### src/rtl/assert_macros.svh
// Assertion macros shared by the normalisation cube map RTL
`ifndef ASSERT_MACROS_SVH
`define ASSERT_MACROS_SVH

// plain property, checked on every clock edge outside reset
`define NCM_ASSERT(label, clk, rst_n, prop, msg) \
    label: assert property (@(posedge clk) disable iff (!rst_n) (prop)) else $error(msg);

// implication checked in the same cycle
`define NCM_ASSERT_IMPL(label, clk, rst_n, pre, post, msg) \
    label: assert property (@(posedge clk) disable iff (!rst_n) (pre) |-> (post)) else $error(msg);

// implication checked in the following cycle
`define NCM_ASSERT_NEXT(label, clk, rst_n, pre, post, msg) \
    label: assert property (@(posedge clk) disable iff (!rst_n) (pre) |=> (post)) else $error(msg);

`endif

### src/rtl/ncm_pkg.sv
// Shared types and constants of the normalisation cube map pipeline
package ncm_pkg;

    localparam int IDX_W  = 10;  // texel index
    localparam int FS_W   = 11;  // face size register
    localparam int Q_W    = 18;  // Q2.16 coordinate
    localparam int T_W    = 17;  // quotient idx*2^17/size
    localparam int SQ_W   = 33;  // square of a coordinate
    localparam int LEN_W  = 34;  // squared length, 32 fraction bits
    localparam int QR_W   = 37;  // floor(2^68 / len2)
    localparam int R_W    = 19;  // reciprocal length, 18 fraction bits
    localparam int P_W    = 38;  // component times reciprocal length
    localparam int TS_W   = 39;  // biased product
    localparam int CH_W   = 8;
    localparam int RGB_W  = 24;
    localparam int APB_DW = 32;
    localparam int APB_AW = 3;

    typedef logic [IDX_W-1:0]        idx_t;
    typedef logic signed [Q_W-1:0]   coord_t;
    typedef logic [LEN_W-1:0]        len_t;
    typedef logic [QR_W-1:0]         quot_t;
    typedef logic [R_W-1:0]          root_t;
    typedef logic [RGB_W-1:0]        rgb_t;

    localparam coord_t ONE_Q16 = 18'sd65536;

    // register index, taken from paddr[2]
    localparam logic REG_FACE_SIZE = 1'b0;

    // pipeline control handed to each stage module
    typedef struct packed {
        logic en;
        logic valid;
    } stage_ctl_t;

endpackage

### src/rtl/ncm_isqrt.sv
// Pipelined digit-by-digit integer square root, one root bit per stage
module ncm_isqrt import ncm_pkg::*; #(
    parameter int TW = 36
) (
    input  logic          aclk,
    input  logic          aresetn,
    input  stage_ctl_t    ctl,
    input  quot_t         in_q,
    input  logic [TW-1:0] in_tag,
    output logic          out_valid,
    output root_t         out_r,
    output logic [TW-1:0] out_tag
);

    localparam int NB  = R_W;
    localparam int TWD = QR_W + 3;

    logic [NB:0]     v_reg;
    quot_t           rem_reg [0:NB];
    root_t           res_reg [0:NB];
    logic [TW-1:0]   tag_reg [0:NB];

    always_ff @(posedge aclk) begin
        if (!aresetn) begin
            v_reg <= '0;
        end else if (ctl.en) begin
            v_reg <= {v_reg[NB-1:0], ctl.valid};
        end
    end

    always_ff @(posedge aclk) begin
        if (ctl.en) begin
            rem_reg[0] <= in_q;
            res_reg[0] <= '0;
            tag_reg[0] <= in_tag;
        end
    end

    // rem holds q - res^2; trying bit i costs res*2^(i+1) + 4^i
    genvar k;
    for (k = 0; k < NB; k++) begin : g_step
        localparam int I = NB - 1 - k;
        logic [TWD-1:0] test;
        logic [TWD-1:0] diff;
        logic           ge;
        always_comb begin
            test = (TWD'(res_reg[k]) << (I + 1)) + (TWD'(1) << (2 * I));
            diff = TWD'(rem_reg[k]) - test;
            ge   = TWD'(rem_reg[k]) >= test;
        end
        always_ff @(posedge aclk) begin
            if (ctl.en) begin
                rem_reg[k+1] <= ge ? QR_W'(diff) : rem_reg[k];
                res_reg[k+1] <= ge ? (res_reg[k] | (R_W'(1) << I)) : res_reg[k];
                tag_reg[k+1] <= tag_reg[k];
            end
        end
    end

    assign out_valid = v_reg[NB];
    assign out_r     = res_reg[NB];
    assign out_tag   = tag_reg[NB];

endmodule

### config.mk
export PLATFORM = sky130hd
export DESIGN_NAME = ncm_isqrt
export DESIGN_NICKNAME = d
export VERILOG_FILES = /design/src/rtl/assert_macros.svh /design/src/rtl/ncm_pkg.sv /design/src/rtl/ncm_isqrt.sv
export SDC_FILE = /design/constraint.sdc
export NUM_CORES = 2
export LEC_CHECK = 0
export ABC_AREA = 1
export BUFFER_PORTS_ARGS = -buffer_cell sky130_fd_sc_hd__buf_4
export CAP_MARGIN = 20
export CORE_MARGIN = 4
export CORE_UTILIZATION = 50
export CTS_BUF_LIST = sky130_fd_sc_hd__clkbuf_16
export CTS_CLUSTER_DIAMETER = 60
export CTS_CLUSTER_SIZE = 28
export DETAILED_ROUTE_END_ITERATION = 10
export PLACE_DENSITY = 0.77
export SYNTH_ARGS = -nofsm -noshare
export SYNTH_HDL_FRONTEND = slang
export SYNTH_SLANG_ARGS = --single-unit
export TNS_END_PERCENT = 50
### constraint.sdc
create_clock -name aclk -period 5.6 [get_ports aclk]
set_clock_uncertainty 0.1 [all_clocks]
set_input_delay 0.56 -clock aclk [delete_from_list [all_inputs] [get_ports aclk]]
set_output_delay 0.56 -clock aclk [all_outputs]
set_load 0.1 [all_outputs]
==> out/results.ini <==
[synthesis]
synth.distinct_cells = 58
syn_area_per_cell_um2 = 12.1
synth_commonest_cells = 1613 x edfxtp_1, 1346 x nand2_1, 699 x inv_1
synth-edff-count = 1613
yosysMostFrequentCell = edfxtp_1
synth_cells = 5751
netlist_top_cells_area = edfxtp_1 69%, nand2_1 7.2%, inv_1 3.8%
ys_ff_latch = 1633
syn-num-nets = 6034
postSynth.asyncResetShare = 0
ys_warn_count = 0
synth-main-ff-cell = edfxtp_1
synth_top_area_frac = 0.693
syn_area_mm2 = 0.0699
yosys.area.top_type = edfxtp_1
ys_seq_area_frac = 0.699

[placement]
dpl.hpwl_um = 102000
io_buffers = 132
gp_congestion = 0.942
post-place-ws_ns = 2.46

[grt]
antenna_found_initial = 2
grt_max_degree = 184
grt_usage = 0.192
first_global_vias = 40500
grt_util_met1 = 0.253
top_usage_layer = met2
overflow = 0
grtUsageMet3 = 0.0255
grt_pass1_wl_um = 221000
grt_use_met2 = 0.330

[final_layout]
multi_input_area_mm2 = 0.0176
drive_above_1_share = 0.0863
num_antenna_cells = 0
regArea_mm2 = 0.0488
fin_util = 0.563
fillers = 11200
largest_reg_flops = 720
fin_nets = 6298
area_growth_pct = 11.4

[floorplanning]
core_area_mm2 = 0.138
start_util = 0.506
rows = 136
die_h_um = 382
fp.dieW_um = 382
die-area_mm2 = 0.146
ios = 133

[sta]
grt_setup_unrepaired = no
final.min_clock_period_ns = 3.15
maxSlewViolCount = 0
whs_ns = 0.269
slew_headroom = 0.335
tightestPinTransition_ns = 0.998
fin_ws_ns = 2.45
fin_crit_sh = 0.562
max_freq_mhz = 318
setup-violations-final = 0
timing.final.hold_violations = 0
finalSetupTns_ns = 0

[worst_setup_path]
crit_required_ns = 5.97
startpoint_type = flop
critPathKind = flop to flop
crit_path_max_fanout = 29
critPathCaptureType = flop
reg2reg_depth = 10
cp.arrival_ns = 3.52

[power_and_ir_drop]
leakagePower_nw = 30.6
irDropWorstVdd_v = 0.000298
power_density_mw_per_mm2 = 385
finalPower_mw = 29.9

[clock_tree]
cts_max_level = 3
clk_path_buf_depth = 3
cts_tree = built
cts-root-buf = clkbuf_16
ctsResizeCount = 0
numCtsBuffers = 111
path_clk_slew_ns = 0.09
post_cts_buffers = 0
clock_latency_ns = 0.76
clock-sinks = 1633

[detailed_routing]
dr.pass1.iters = 6
vias_per_cell = 5.20
wl_per_cell_um = 17.7
postRouteAntennaNets = 0
finalWirelength_um = 141000
route.detailed.drc = 0
drt_iter0_drc = 3555
vias = 41400

[flow_run]
drv_cap = 0

[min_path]
min_path_type = input pin to flop
whs_path_depth = 1

[status]
status = finished, final reports clean

[power breakdown]
group          internal (mW)  switching (mW)
combinational           1.70            3.39
sequential              14.9           0.796
clock                   4.46            4.68
total                   21.1            8.87
[layer usage]
metal | vias up | share of wire | wire length (um)
met5 | - | 0 | 0
met4 | 0 | 0.035 | 4870
met3 | 253 | 0.051 | 7180
met2 | 1117 | 0.49 | 69000
met1 | 19800 | 0.42 | 59800
li1 | 20300 | - | -
[worst paths after layout]
kind                       start               to  slack (ns)
hold / removal            ctl[1]   tag_reg[0][59]        0.27
setup reg to reg  rem_reg[7][11]   rem_reg[7][58]        2.45
setup / recovery  rem_reg[7][11]   rem_reg[7][58]        2.45
hold reg to reg   tag_reg[3][94]  tag_reg[3][130]        0.31
[placed cells by master, fill, tap and decap left out, drive strengths merged, types with 3 or more instances in the layout]
cell type and instances:
nand4 98, or2 12, nor3b 3, ha 205, bufinv 8, a21oi 221, nor4 69, nor2 519
o21a 6, and2 9, buf 157, clkbuf 114, edfxtp 1613, clkinvlp 3, xor2 102, o21ai 203
dfxtp 20, o211ai 7, and3 3, xnor2 75, dlygate4sd3 76, clkinv 34, nand2 1375, o21bai 19
a21boi 12, nand3 225, inv 759, a211oi 4, nand3b 45, nor3 91, a21o 11
[cell type report]
type | count | area share
clock inverters | 91 | 0.0177
well taps | 1863 | 0.0300
multi-input cells | 3323 | 0.227
clock buffers | 114 | 0.0367
repair buffers | 233 | 0.0270
inverters | 713 | 0.0345
flip-flops and latches | 1633 | 0.628
[cell families (layout without fill, tap and decap cells)]
logic type,count (synthesis),count (layout),synth area share
simple gates,2450,2450,0.152
flops,1633,1633,0.699
buf+inv,795,1151,0.0485
compound gates,489,489,0.0417
fa+ha+maj,206,206,0.0370
xor+xnor,177,177,0.0222
other cells,1,1,0.0000537
[critical path: stages (launching register included)]
cell and delay [ns]:
edfxtp_1 0.41, ha_1 0.37, nand2_1 0.13, nor3_1 0.23
nand2_1 0.08, nor3_1 0.40, nand3_1 0.19, nand3_2 0.47
inv_2 0.30, nand2_1 0.13, nand2_1 0.06
[metrics by stage]
step / cells / instance area [um2]
floorplan: 5751 / 69900
global placement: 7687 / 72800
detailed placement: 7687 / 72800
CTS: 7968 / 77800
global route: 7970 / 77800
finish: 7970 / 77800
[timing repair]
action,4_1_cts,5_1_grt
endpoints found under the setup margin,0,0
endpoints found under the hold margin,84,0
hold buffers,76,0
No activity file was read; power rests on OpenSTA's default activity.
