### src/rtl/assert_macros.svh
// Assertion macros shared by the normalisation cube map RTL
`ifndef ASSERT_MACROS_SVH
`define ASSERT_MACROS_SVH

// plain property, checked on every clock edge outside reset
`define NCM_ASSERT(label, clk, rst_n, prop, msg) \
    label: assert property (@(posedge clk) disable iff (!rst_n) (prop)) else $error(msg);

// implication checked in the same cycle
`define NCM_ASSERT_IMPL(label, clk, rst_n, pre, post, msg) \
    label: assert property (@(posedge clk) disable iff (!rst_n) (pre) |-> (post)) else $error(msg);

// implication checked in the following cycle
`define NCM_ASSERT_NEXT(label, clk, rst_n, pre, post, msg) \
    label: assert property (@(posedge clk) disable iff (!rst_n) (pre) |=> (post)) else $error(msg);

`endif

### src/rtl/ncm_pkg.sv
// Shared types and constants of the normalisation cube map pipeline
package ncm_pkg;

    localparam int IDX_W  = 10;  // texel index
    localparam int FS_W   = 11;  // face size register
    localparam int Q_W    = 18;  // Q2.16 coordinate
    localparam int T_W    = 17;  // quotient idx*2^17/size
    localparam int SQ_W   = 33;  // square of a coordinate
    localparam int LEN_W  = 34;  // squared length, 32 fraction bits
    localparam int QR_W   = 37;  // floor(2^68 / len2)
    localparam int R_W    = 19;  // reciprocal length, 18 fraction bits
    localparam int P_W    = 38;  // component times reciprocal length
    localparam int TS_W   = 39;  // biased product
    localparam int CH_W   = 8;
    localparam int RGB_W  = 24;
    localparam int APB_DW = 32;
    localparam int APB_AW = 3;

    typedef logic [IDX_W-1:0]        idx_t;
    typedef logic signed [Q_W-1:0]   coord_t;
    typedef logic [LEN_W-1:0]        len_t;
    typedef logic [QR_W-1:0]         quot_t;
    typedef logic [R_W-1:0]          root_t;
    typedef logic [RGB_W-1:0]        rgb_t;

    localparam coord_t ONE_Q16 = 18'sd65536;

    // register index, taken from paddr[2]
    localparam logic REG_FACE_SIZE = 1'b0;

    // pipeline control handed to each stage module
    typedef struct packed {
        logic en;
        logic valid;
    } stage_ctl_t;

endpackage

### src/rtl/ncm_shade.sv
// Scaling of the unit vector and packing of the six face texels
module ncm_shade import ncm_pkg::*; (
    input  logic       aclk,
    input  logic       aresetn,
    input  stage_ctl_t ctl,
    input  root_t      in_r,
    input  coord_t     in_y,
    input  coord_t     in_z,
    output logic       out_valid,
    output rgb_t       out_pos_x,
    output rgb_t       out_neg_x,
    output rgb_t       out_pos_y,
    output rgb_t       out_neg_y,
    output rgb_t       out_pos_z,
    output rgb_t       out_neg_z
);

    localparam logic signed [TS_W-1:0] HALF = TS_W'(64'sh4_0000_0000);

    logic [2:0]              v_reg;
    logic signed [P_W-1:0]   px_reg, py_reg, pz_reg;
    logic signed [TS_W-1:0]  xp_reg, xm_reg, yp_reg, ym_reg, zp_reg, zm_reg;
    rgb_t                    pxr_reg, nxr_reg, pyr_reg, nyr_reg, pzr_reg, nzr_reg;
    logic signed [R_W:0]     r_s;
    logic signed [P_W-1:0]   py_full, pz_full;
    logic [CH_W-1:0]         cxp, cxm, cyp, cym, czp, czm;

    // floor(t * 255 / 2^35), zero for t <= 0, clamped to 255
    function automatic logic [CH_W-1:0] chan(input logic signed [TS_W-1:0] t);
        logic [TS_W-2:0] tu;
        logic [TS_W+6:0] w;
        logic [11:0]     v;
        begin
            tu = t[TS_W-2:0];
            w  = {tu, 8'b0} - {8'b0, tu};
            v  = {1'b0, w[TS_W+6:35]};
            if (t[TS_W-1] || (t == '0)) begin
                chan = '0;
            end else if (v > 12'd255) begin
                chan = 8'hFF;
            end else begin
                chan = v[CH_W-1:0];
            end
        end
    endfunction

    always_ff @(posedge aclk) begin
        if (!aresetn) begin
            v_reg <= '0;
        end else if (ctl.en) begin
            v_reg <= {v_reg[1:0], ctl.valid};
        end
    end

    assign r_s = $signed({1'b0, in_r});

    // full-width signed products, 34 fraction bits
    assign py_full = in_y * r_s;
    assign pz_full = in_z * r_s;

    always_comb begin
        cxp = chan(xp_reg);
        cxm = chan(xm_reg);
        cyp = chan(yp_reg);
        cym = chan(ym_reg);
        czp = chan(zp_reg);
        czm = chan(zm_reg);
    end

    always_ff @(posedge aclk) begin
        if (ctl.en) begin
            px_reg  <= P_W'(r_s) <<< 16;
            py_reg  <= py_full;
            pz_reg  <= pz_full;
            xp_reg  <= HALF + TS_W'(px_reg);
            xm_reg  <= HALF - TS_W'(px_reg);
            yp_reg  <= HALF + TS_W'(py_reg);
            ym_reg  <= HALF - TS_W'(py_reg);
            zp_reg  <= HALF + TS_W'(pz_reg);
            zm_reg  <= HALF - TS_W'(pz_reg);
            pxr_reg <= {cxp, cyp, czp};
            nxr_reg <= {cxm, cyp, czm};
            pyr_reg <= {czm, cxp, cym};
            nyr_reg <= {czm, cxm, cyp};
            pzr_reg <= {czm, cyp, cxp};
            nzr_reg <= {czp, cyp, cxm};
        end
    end

    assign out_valid = v_reg[2];
    assign out_pos_x = pxr_reg;
    assign out_neg_x = nxr_reg;
    assign out_pos_y = pyr_reg;
    assign out_neg_y = nyr_reg;
    assign out_pos_z = pzr_reg;
    assign out_neg_z = nzr_reg;

endmodule
### config.mk
export PLATFORM = sky130hd
export DESIGN_NAME = ncm_shade
export DESIGN_NICKNAME = d
export VERILOG_FILES = /design/src/rtl/assert_macros.svh /design/src/rtl/ncm_pkg.sv /design/src/rtl/ncm_shade.sv
export SDC_FILE = /design/constraint.sdc
export NUM_CORES = 2
export LEC_CHECK = 0
export BUFFER_PORTS_ARGS = -buffer_cell sky130_fd_sc_hd__clkbuf_2
export CAP_MARGIN = 25
export CORE_ASPECT_RATIO = 0.75
export CORE_MARGIN = 5
export CORE_UTILIZATION = 50
export DETAILED_ROUTE_END_ITERATION = 8
export PLACE_DENSITY_LB_ADDON = 0.05
export SLEW_MARGIN = 25
export SYNTH_ARGS = -nofsm -noshare
export SYNTH_HDL_FRONTEND = slang
export SYNTH_SLANG_ARGS = --single-unit
### constraint.sdc
create_clock -name aclk -period 7.6 [get_ports aclk]
set_clock_uncertainty 0.1 [all_clocks]
set_input_delay 0.38 -clock aclk [delete_from_list [all_inputs] [get_ports aclk]]
set_output_delay 0.38 -clock aclk [all_outputs]
set_load 0.005 [all_outputs]
==> summary.md <==
| Metric | Value |
|---|---|
| Postcts setup bufs | `0` |
| GRT overflow | `0` |
| TritonRoute pass-1 iters | `6` |
| CTS Buf Count | `41` |
| Hold Buf Count CTS | `2` |
| Crit path required time | `7.83 ns` |
| Hold violation count in the final report | `0` |
| CP max FO | `16` |
| Met3 wire len | `11730 um` |
| PD cells | `491.3 mW/mm^2` |
| Clock Power Share | `0.091` |
| Clock sink count | `339` |
| FILL cells | `7869` |
| Worst EP arrival | `7.19 ns` |
| CTS tree | `yes` |
| Die H | `265.1 um` |
| M1 WL | `56000 um` |
| Ys async rst share | `0` |
| Top cells by count, synth | `inv_1, fa_1, nand2_1` |
| Metal2 WL | `42310 um` |
| Worst-Skew Late Latency | `0.59 ns` |
| Post-synthesis register bit count | `339` |
| Routed via count | `31943` |
| Root buffer cell | `clkbuf_16` |
| Post-CTS Resized | `0` |
| Buffers added on ports | `203` |
| Core footprint | `0.08599 mm^2` |
| All-Layer GR Usage | `0.2425` |
| Max Slew Vio Count | `0` |
| Via/cell ratio | `5.502` |
| Outcome | `complete, no violations` |
| Sequential area share after synthesis | `0.2339` |
| Count of final setup violators | `0` |
| Ys Warns | `0` |
| Utilization after layout | `0.5402` |
| Slew HR | `0.3320` |
| H-tree depth | `2` |
| Worst min path class | `in -> reg` |
| Sw frac | `0.4894` |
| Die area | `0.09284 mm^2` |
| Internal power | `11.65 mW` |
| Max-cap viol count | `0` |
| Multi-input logic area | `0.02883 mm^2` |
| GPL Wtd Cong | `0.9224` |
| # nets final | `5658` |
| Share of layout cells above drive strength 1 | `0.07615` |
| Gate count after technology mapping | `4566` |
| Comb pwr share | `0.723` |
| Tcrit/Tclk final | `0.9166` |
| Sw power | `11.17 mW` |
| Critical path capture point type | `flip-flop` |
| Global-route wire length before repair | `177300 um` |
| Class of the most critical setup path | `in -> reg` |
| Final ANT Viol Nets | `0` |
| Post-synth top area cell | `fa_1` |
| Clk buf depth | `3` |
| Setup crit start kind | `primary input` |
| Initial antenna violation count | `7` |
| Top Layer Used | `met5` |
| DPL Wire Length | `91770 um` |
| IO Pins | `204` |
| Die Wd | `350.2 um` |
| Post-Route WL | `111400 um` |
| TNS Setup | `0 ns` |
| Number of synthesized flops with an enable pin | `336` |
| Cell Area, Synth | `0.04340 mm^2` |
| Starting density of the core | `0.5046` |
| Fin Hold WS | `0.1590 ns` |
| Num rows | `93` |
| FMAX | `143.6 MHz` |
| Cell variety after synth | `78` |
| Leak Pwr | `22.00 nW` |
| Detailed router's first-iteration violation count | `2539` |
| Synth top area share | `0.2510` |
| Wire per inst | `19.19 um` |
| Worst slew pin tran | `1.002 ns` |
| Clk pin slew, worst setup/hold paths | `0.06 ns` |
| Synth area leaders | `fa_1, edfxtp_1, ha_1` |
| Worst VDD drop | `710.5 uV` |
| Largest net degree at the start of global routing | `152` |
| Register share of total power | `0.186` |
| DRC | `0` |
| Register area | `0.01015 mm^2` |
| RSZ-0062 raised after global routing | `false` |
| Mapped Nets | `5594` |
| Final min period | `6.966 ns` |
| Top FF cell, synth | `edfxtp_1` |
| Syn_area_per_cell | `9.504 um^2` |
| Vias in the first global route | `31045` |
| Area Overhead vs Synth | `7.050%` |
| Most numerous cell in the Yosys netlist | `inv_1` |
| Total power | `22.82 mW` |
power by group through the flow:
stage | Clock (mW) | Combinational [mW] | Sequential, mW
after floorplan | 0 | 12.8 | 3.82
after global placement | 0 | 16.3 | 4.23
after detailed placement | 0 | 16.3 | 4.23
after CTS | 2.14 | 16.5 | 4.20
after global routing | 2.22 | 18.9 | 4.29
final | 2.08 | 16.5 | 4.24
metal layers:
metal / up-vias / GRT usage
met2: 1047 / 0.3205
met1: 15813 / 0.3952
met5: - / 0
met3: 87 / 0.07071
li1: 14992 / -
met4: 4 / 0.03568
critical path, cell delays in order:
cell and delay (ns):
clkbuf_2 0.42, buf_4 0.30, buf_4 0.20, nand2_1 0.10, fa_1 0.56, inv_1 0.06
fa_1 0.55, fa_1 0.44, fa_1 0.43, fa_1 0.53, inv_1 0.05, fa_1 0.48
inv_1 0.04, ha_1 0.36, a21oi_1 0.22, nor2_1 0.10, o21a_1 0.16, or2_2 0.28
nor4_1 0.54, nor3_1 0.22, or3_1 0.43, a31oi_1 0.22, xnor2_1 0.09
area by class of cell:
cell class,count,share of cell area
tap,1140,0.03070
multi-input combinational,3148,0.6207
antenna,4,0.0002155
timing repair buffer,253,0.03081
inverter,847,0.06844
sequential,339,0.2185
clock inverter,32,0.007945
clock buffer,43,0.02271
placed cells by master, fill, tap and decap left out, types with 14 or more instances in the layout:
master       n
a211oi_1    22
a21o_1     113
a21oi_1    203
a31oi_1     34
and2_1     349
and3_1      18
buf_4       46
clkbuf_16   42
clkbuf_2   202
edfxtp_1   336
fa_1       544
ha_1       425
inv_1      847
nand2_1    449
nand2b_1    28
nand3_1     52
nand4_1     54
nor2_1     165
nor2b_1     38
nor3_1      79
nor4_1      65
o211ai_1    14
o21a_1      21
o21ai_0     91
o21bai_1    21
or3_1       24
xnor2_1    123
xor2_1      40
per-stage QoR:
| stage | cell area [um^2] | setup slack, ns | cells |
|---|---|---|---|
| floorplan | 43400 | 0.7598 | 4566 |
| finish | 46450 | 0.6338 | 5806 |
| CTS | 46440 | 0.7341 | 5802 |
| global route | 46450 | 0.3458 | 5803 |
| global placement | 45000 | 0.3656 | 5725 |
| detailed placement | 45000 | 0.1182 | 5725 |
final timing paths:
kind                            slack [ns]                          to                  from  cells past startpoint
worst max-delay path                  0.63        py_reg[32]$_DFFE_PP_               in_r[8]                     23
worst min-delay path                  0.16  out_pos_x[6]$_SDFFCE_PP0P_                ctl[1]                      1
worst max register to register        3.26  out_neg_x[7]$_SDFFCE_PP0P_   zp_reg[0]$_DFFE_PP_                      9
worst min register to register        0.37        xp_reg[35]$_DFFE_PP_  px_reg[34]$_DFFE_PP_                      0
logic make-up after synthesis:
| family | share of synthesized area |
|---|---|
| adders and majority gates | 0.3735 |
| buffers and inverters | 0.1017 |
| and+or+nand+nor | 0.1615 |
| xor gates and xnor gates | 0.03290 |
| AOI/OAI and AO/OA | 0.09440 |
| DFF | 0.2339 |
| muxes | 0.002105 |
(Power assumes the default switching activity.)
