### src/rtl/assert_macros.svh
// Assertion macros shared by the normalisation cube map RTL
`ifndef ASSERT_MACROS_SVH
`define ASSERT_MACROS_SVH

// plain property, checked on every clock edge outside reset
`define NCM_ASSERT(label, clk, rst_n, prop, msg) \
    label: assert property (@(posedge clk) disable iff (!rst_n) (prop)) else $error(msg);

// implication checked in the same cycle
`define NCM_ASSERT_IMPL(label, clk, rst_n, pre, post, msg) \
    label: assert property (@(posedge clk) disable iff (!rst_n) (pre) |-> (post)) else $error(msg);

// implication checked in the following cycle
`define NCM_ASSERT_NEXT(label, clk, rst_n, pre, post, msg) \
    label: assert property (@(posedge clk) disable iff (!rst_n) (pre) |=> (post)) else $error(msg);

`endif

### src/rtl/ncm_pkg.sv
// Shared types and constants of the normalisation cube map pipeline
package ncm_pkg;

    localparam int IDX_W  = 10;  // texel index
    localparam int FS_W   = 11;  // face size register
    localparam int Q_W    = 18;  // Q2.16 coordinate
    localparam int T_W    = 17;  // quotient idx*2^17/size
    localparam int SQ_W   = 33;  // square of a coordinate
    localparam int LEN_W  = 34;  // squared length, 32 fraction bits
    localparam int QR_W   = 37;  // floor(2^68 / len2)
    localparam int R_W    = 19;  // reciprocal length, 18 fraction bits
    localparam int P_W    = 38;  // component times reciprocal length
    localparam int TS_W   = 39;  // biased product
    localparam int CH_W   = 8;
    localparam int RGB_W  = 24;
    localparam int APB_DW = 32;
    localparam int APB_AW = 3;

    typedef logic [IDX_W-1:0]        idx_t;
    typedef logic signed [Q_W-1:0]   coord_t;
    typedef logic [LEN_W-1:0]        len_t;
    typedef logic [QR_W-1:0]         quot_t;
    typedef logic [R_W-1:0]          root_t;
    typedef logic [RGB_W-1:0]        rgb_t;

    localparam coord_t ONE_Q16 = 18'sd65536;

    // register index, taken from paddr[2]
    localparam logic REG_FACE_SIZE = 1'b0;

    // pipeline control handed to each stage module
    typedef struct packed {
        logic en;
        logic valid;
    } stage_ctl_t;

endpackage

### src/rtl/ncm_coord_div.sv
// Bit-serial pipelined dividers giving the Q2.16 y and z coordinates
module ncm_coord_div import ncm_pkg::*; #(
    parameter int SW = 11
) (
    input  logic          aclk,
    input  logic          aresetn,
    input  stage_ctl_t    ctl,
    input  logic [SW-1:0] in_size,
    input  idx_t          in_col,
    input  idx_t          in_row,
    output logic          out_valid,
    output coord_t        out_y,
    output coord_t        out_z
);

    localparam int NB = T_W;

    logic [NB+1:0]   v_reg;
    logic [SW-1:0]   rr_reg [0:NB];
    logic [SW-1:0]   rc_reg [0:NB];
    logic [NB-1:0]   qr_reg [0:NB];
    logic [NB-1:0]   qc_reg [0:NB];
    coord_t          y_reg;
    coord_t          z_reg;

    always_ff @(posedge aclk) begin
        if (!aresetn) begin
            v_reg <= '0;
        end else if (ctl.en) begin
            v_reg <= {v_reg[NB:0], ctl.valid};
        end
    end

    always_ff @(posedge aclk) begin
        if (ctl.en) begin
            rr_reg[0] <= SW'(in_row);
            rc_reg[0] <= SW'(in_col);
            qr_reg[0] <= '0;
            qc_reg[0] <= '0;
        end
    end

    // one quotient bit per stage; remainder stays below the face size
    genvar k;
    for (k = 0; k < NB; k++) begin : g_step
        logic [SW:0] tr;
        logic [SW:0] tc;
        logic        ger;
        logic        gec;
        always_comb begin
            tr  = {rr_reg[k], 1'b0};
            tc  = {rc_reg[k], 1'b0};
            ger = tr >= {1'b0, in_size};
            gec = tc >= {1'b0, in_size};
        end
        always_ff @(posedge aclk) begin
            if (ctl.en) begin
                rr_reg[k+1] <= ger ? SW'(tr - {1'b0, in_size}) : SW'(tr);
                rc_reg[k+1] <= gec ? SW'(tc - {1'b0, in_size}) : SW'(tc);
                qr_reg[k+1] <= {qr_reg[k][NB-2:0], ger};
                qc_reg[k+1] <= {qc_reg[k][NB-2:0], gec};
            end
        end
    end

    always_ff @(posedge aclk) begin
        if (ctl.en) begin
            y_reg <= ONE_Q16 - $signed({1'b0, qr_reg[NB]});
            z_reg <= ONE_Q16 - $signed({1'b0, qc_reg[NB]});
        end
    end

    assign out_valid = v_reg[NB+1];
    assign out_y     = y_reg;
    assign out_z     = z_reg;

endmodule

### config.mk
export PLATFORM = sky130hd
export DESIGN_NAME = ncm_coord_div
export DESIGN_NICKNAME = d
export VERILOG_FILES = /design/src/rtl/assert_macros.svh /design/src/rtl/ncm_pkg.sv /design/src/rtl/ncm_coord_div.sv
export SDC_FILE = /design/constraint.sdc
export NUM_CORES = 1
export LEC_CHECK = 0
export ABC_AREA = 0
export BUFFER_PORTS_ARGS = -buffer_cell sky130_fd_sc_hd__buf_2
export CAP_MARGIN = 20
export CORE_UTILIZATION = 55
export DETAILED_ROUTE_END_ITERATION = 6
export PLACE_DENSITY_LB_ADDON = 0.1
export SLEW_MARGIN = 20
export SYNTH_ARGS = -nofsm -noshare
export SYNTH_HDL_FRONTEND = slang
export SYNTH_SLANG_ARGS = --single-unit
### constraint.sdc
create_clock -name aclk -period 14.4 [get_ports aclk]
set_input_delay 2.88 -clock aclk [delete_from_list [all_inputs] [get_ports aclk]]
set_output_delay 2.88 -clock aclk [all_outputs]
set_load 0.03 [all_outputs]
==> key figures <==
Run status
  – Result of the run: finished clean

Logic synthesis
  – Post-synthesis net count: 3666
  – Distinct cell type count after synthesis: 69
  – Syn_area_per_cell: 12.8 sq um
  – Sequential cell area fraction in the yosys report: 52.7%
  – FFs w/ async S/R, synth: 0%
  – Top_reg_cell synth: edfxtp_1
  – Flip-flop and latch count after synthesis: about 730
  – Number of flops mapped to enable cells by yosys: around 700
  – Cell area after synthesis: 41400 sq um
  – Warnings, synthesis: 0
  – Post-synthesis instance total: roughly 3200

Clock network
  – Max H-tree Level: 3
  – Clock insertion delay at the later pin of the skew report: ~620 ps
  – CTS max path bufs: 3
  – Buffer type at the clock tree root: clkbuf_16
  – Number of buffers inserted by hold repair at cts: 0
  – Clock net sink count: 733
  – Clock transition at the registers of the reported paths: 60 ps
  – TritonCTS clock tree: built
  – Setup Buffers After CTS: 0
  – Clock buffer count from CTS: about 80
  – Number of cells upsized or downsized after cts: 0

Route
  – Drt wl/cell: 19.0 um
  – Routed vias/inst: 5.94
  – Number of DRC violations after detailed routing: 0
  – Post-DRT Antenna Nets: 0
  – Number of design-rule violations left by the first detailed-router iteration: 1618
  – Total Routed Length: 83300 um
  – Pre-antenna DRT Iters: 6
  – Count of vias placed by the detailed router: ~26000

Cells and area
  – Layout cell share with drive strength beyond 1: 16.0%
  – Synthesis-to-layout area growth: 10.0%
  – Total area of sequential cells: 21800 sq um
  – Fin cells: 4383
  – Area of combinational cells with multiple inputs: 19100 sq um
  – Count of nets after finishing: between 3000 and 4000
  – N_diodes: 0
  – Final-layout fill cell count: between 5000 and 6000

Global route
  – GRT Overall Usage: 21.9%
  – Global-route wire length before repair: 136000 um
  – Remaining global-route overflow: 0
  – Maximum number of pins on one net before global-route repair: between 150 and 200
  – GRT met1 Usage: 28.2%
  – GR Layer Usage met3: approximately 3.1%
  – Met2 GRT Util: 37.8%
  – Antenna violations before repair: 0
  – Busiest metal layer after global routing: met2
  – Via count of the first global-routing pass: 26500

Critical path
  – Critical path arrival: between 6000 and 7000 ps
  – Endpoint type of the worst setup path: register
  – Startpoint kind of the worst setup timing path: input port
  – Largest fanout on the critical path: 49
  – R2r setup slk: roughly 12000 ps
  – Reg-to-reg critical path endpoint: rr_reg[9][7]
  – Startpoint of the most critical register-to-register path: rr_reg[8][0]
  – Last element of the critical path: rr_reg[10][6]
  – Setup Crit Path Kind: in -> reg
  – FF-to-FF path depth: 8
  – Worst Setup SP: in_size[0]
  – Required time of the worst setup path: 14750 ps

Power
  – Leak: 17.1 nW
  – Relative contribution of combinational cells to total power: a little over two fifths
  – Cell Pwr Density: roughly 220 nW/um^2
  – Reg power frac: between 30% and 40%
  – Reported net switching power: ~0.0033 W
  – Switching Fraction: approximately 34%
  – Portion of total power attributed to the clock network: between 20% and 30%
  – Worst supply voltage drop on vdd: about 100 uV
  – Internal power of the cells: roughly 0.0065 W

Floorplanning
  – Core region area: 74400 sq um
  – Overall die height: around 280 um
  – Cell row count: 100
  – Die span in x: 276 um
  – Top-level port count: a little over 70
  – Die area: 76300 sq um
  – Initial standard-cell utilization of the core: around 56%

Placed design
  – Count of buffers from port buffering: 71
  – Total placed cells including tap cells: 4241
  – GPL Wtd Cong: ~0.91
  – Half-perimeter wire length after detailed placement: 54500 um

Min path
  – Worst hold path class: reg -> reg
  – Hold Path Cell Cnt: 0

STA
  – Worst Skew: 19.5 ps
  – Final Hold Viols: 0
  – Upper clock frequency limit: 169 MHz
  – Headroom to the max-slew limit: 31.8%
  – Post-Route Setup TNS: 0 ps
  – Hold Slack: 404 ps
  – Period Utilization, post-route: roughly two fifths
  – Minimum clock period after layout: roughly 5900 ps
  – Unrepaired setup endpoints after global routing: no
  – Setup-violating endpoint count in the final report: 0
  – Pin slew with the least headroom to its limit: slightly above 1000 ps
  – Pins Over Slew Limit: 0

Job
  – Number of violations of the max-capacitance limit: 0
[critical path: stages]
cell,delay (ps)
buf_2,100
buf_4,210
inv_4,510
buf_4,740
fa_1,360
o21ai_0,100
a21oi_1,190
o21ai_0,120
a221o_1,560
inv_1,150
mux2_2,340
[logic make-up (layout without fill, tap and decap cells)]
logic type | Yosys count | count (layout) | share of synthesized area (%)
AOI/OAI and AO/OA | 796 | 796 | 12.3
DFF | 733 | 733 | 52.7
and+or+nand+nor | 572 | 572 | 6.55
adders and majority gates | 406 | 406 | 12.9
muxes | 304 | 304 | 8.21
xor gates and xnor gates | 292 | 292 | 6.18
buffers and inverters | 122 | 311 | 1.19
[metrics by stage]
| stage | util, % | total power, W | instance area, sq um | worst slack, ps |
|---|---|---|---|---|
| after global placement | 57.7 | 0.00762 | 42900 | 7840 |
| after global routing | 61.1 | 0.0105 | 45500 | 8230 |
| after detailed placement | 57.7 | 0.00777 | 42900 | 7790 |
| final | 61.1 | 0.00981 | 45500 | 8470 |
| after CTS | 61.1 | 0.00985 | 45500 | 8430 |
| after floorplan | - | 0.00688 | 41400 | 6380 |
[worst min-delay path by stage]
| stage | start | endpoint | slack (ps) |
|---|---|---|---|
| final | qr_reg[14][6] | qr_reg[15][7] | 400 |
| after global routing | qc_reg[8][7] | qc_reg[9][8] | 420 |
| after CTS | qr_reg[14][6] | qr_reg[15][7] | 400 |
| after detailed placement | qc_reg[10][9] | qc_reg[11][10] | 400 |
| after global placement | qc_reg[5][4] | qc_reg[6][5] | 400 |
| after floorplan | qc_reg[9][0] | qc_reg[10][1] | 400 |
[cell type report]
cell class	instances	area share, %
clock buffers	93	4.60
clock inverters	49	1.08
inverters	78	0.651
multi-input cells	2370	41.9
flip-flops and latches	733	47.9
well taps	969	2.66
repair buffers	91	1.20
[routing by layer]
layer / routed length (um) / vias up
li1: - / 12600
met1: 36700 / 12600
met2: 40700 / 585
met3: 3240 / 185
met4: 2730 / 0
met5: 0 / -
[cells in the final DEF (no fill, tap or decap), drive strengths merged, types with 6 or more instances in the layout]
cell type  Yosys  final
edfxtp       714    714
ha           374    374
mux2         284    284
a21oi        276    276
nand2        193    193
xnor2        192    192
o21ai        151    151
nor2         138    138
xor2         100    100
clkbuf        12     93
buf           32     91
inv           77     77
o21a          61     61
nor2b         59     59
o211ai        59     59
nor3          49     49
a21o          44     44
nand3         40     40
clkinv         1     35
fa            32     32
o2111ai       28     28
o21bai        26     26
o21ba         24     24
and2          21     21
a31oi         21     21
mux2i         20     20
nand4         19     19
dfxtp         19     19
or3           18     18
a211o         17     17
o22ai         16     16
o31a          12     12
nand2b        11     11
o31ai         11     11
a31o           9      9
a2111o         9      9
bufinv         0      9
nor4           7      7
a211oi         6      6
clkinvlp       0      6
[cells in the mapped netlist (all sizes together) (40+ instances only)]
library cell  instances  area share [%]
nand3                40            0.48
xor2                100             2.1
ha                  374              11
a21oi               276             3.3
nand2               193             1.8
o211ai               59             1.1
edfxtp              714              52
o21ai               151             1.8
a21o                 44            0.80
inv                  77            0.70
nor2                138             1.3
nor3                 49            0.60
mux2                284             7.7
o21a                 61             1.1
xnor2               192             4.1
nor2b                59            0.89
[power groups by stage]
stage	combinational (W)	sequential, W	clock, W
after global placement	0.00400	0.00362	0
after floorplan	0.00339	0.00348	0
final	0.00419	0.00359	0.00202
after CTS	0.00418	0.00359	0.00208
after global routing	0.00466	0.00365	0.00215
after detailed placement	0.00414	0.00363	0
(Power assumes the default switching activity.)
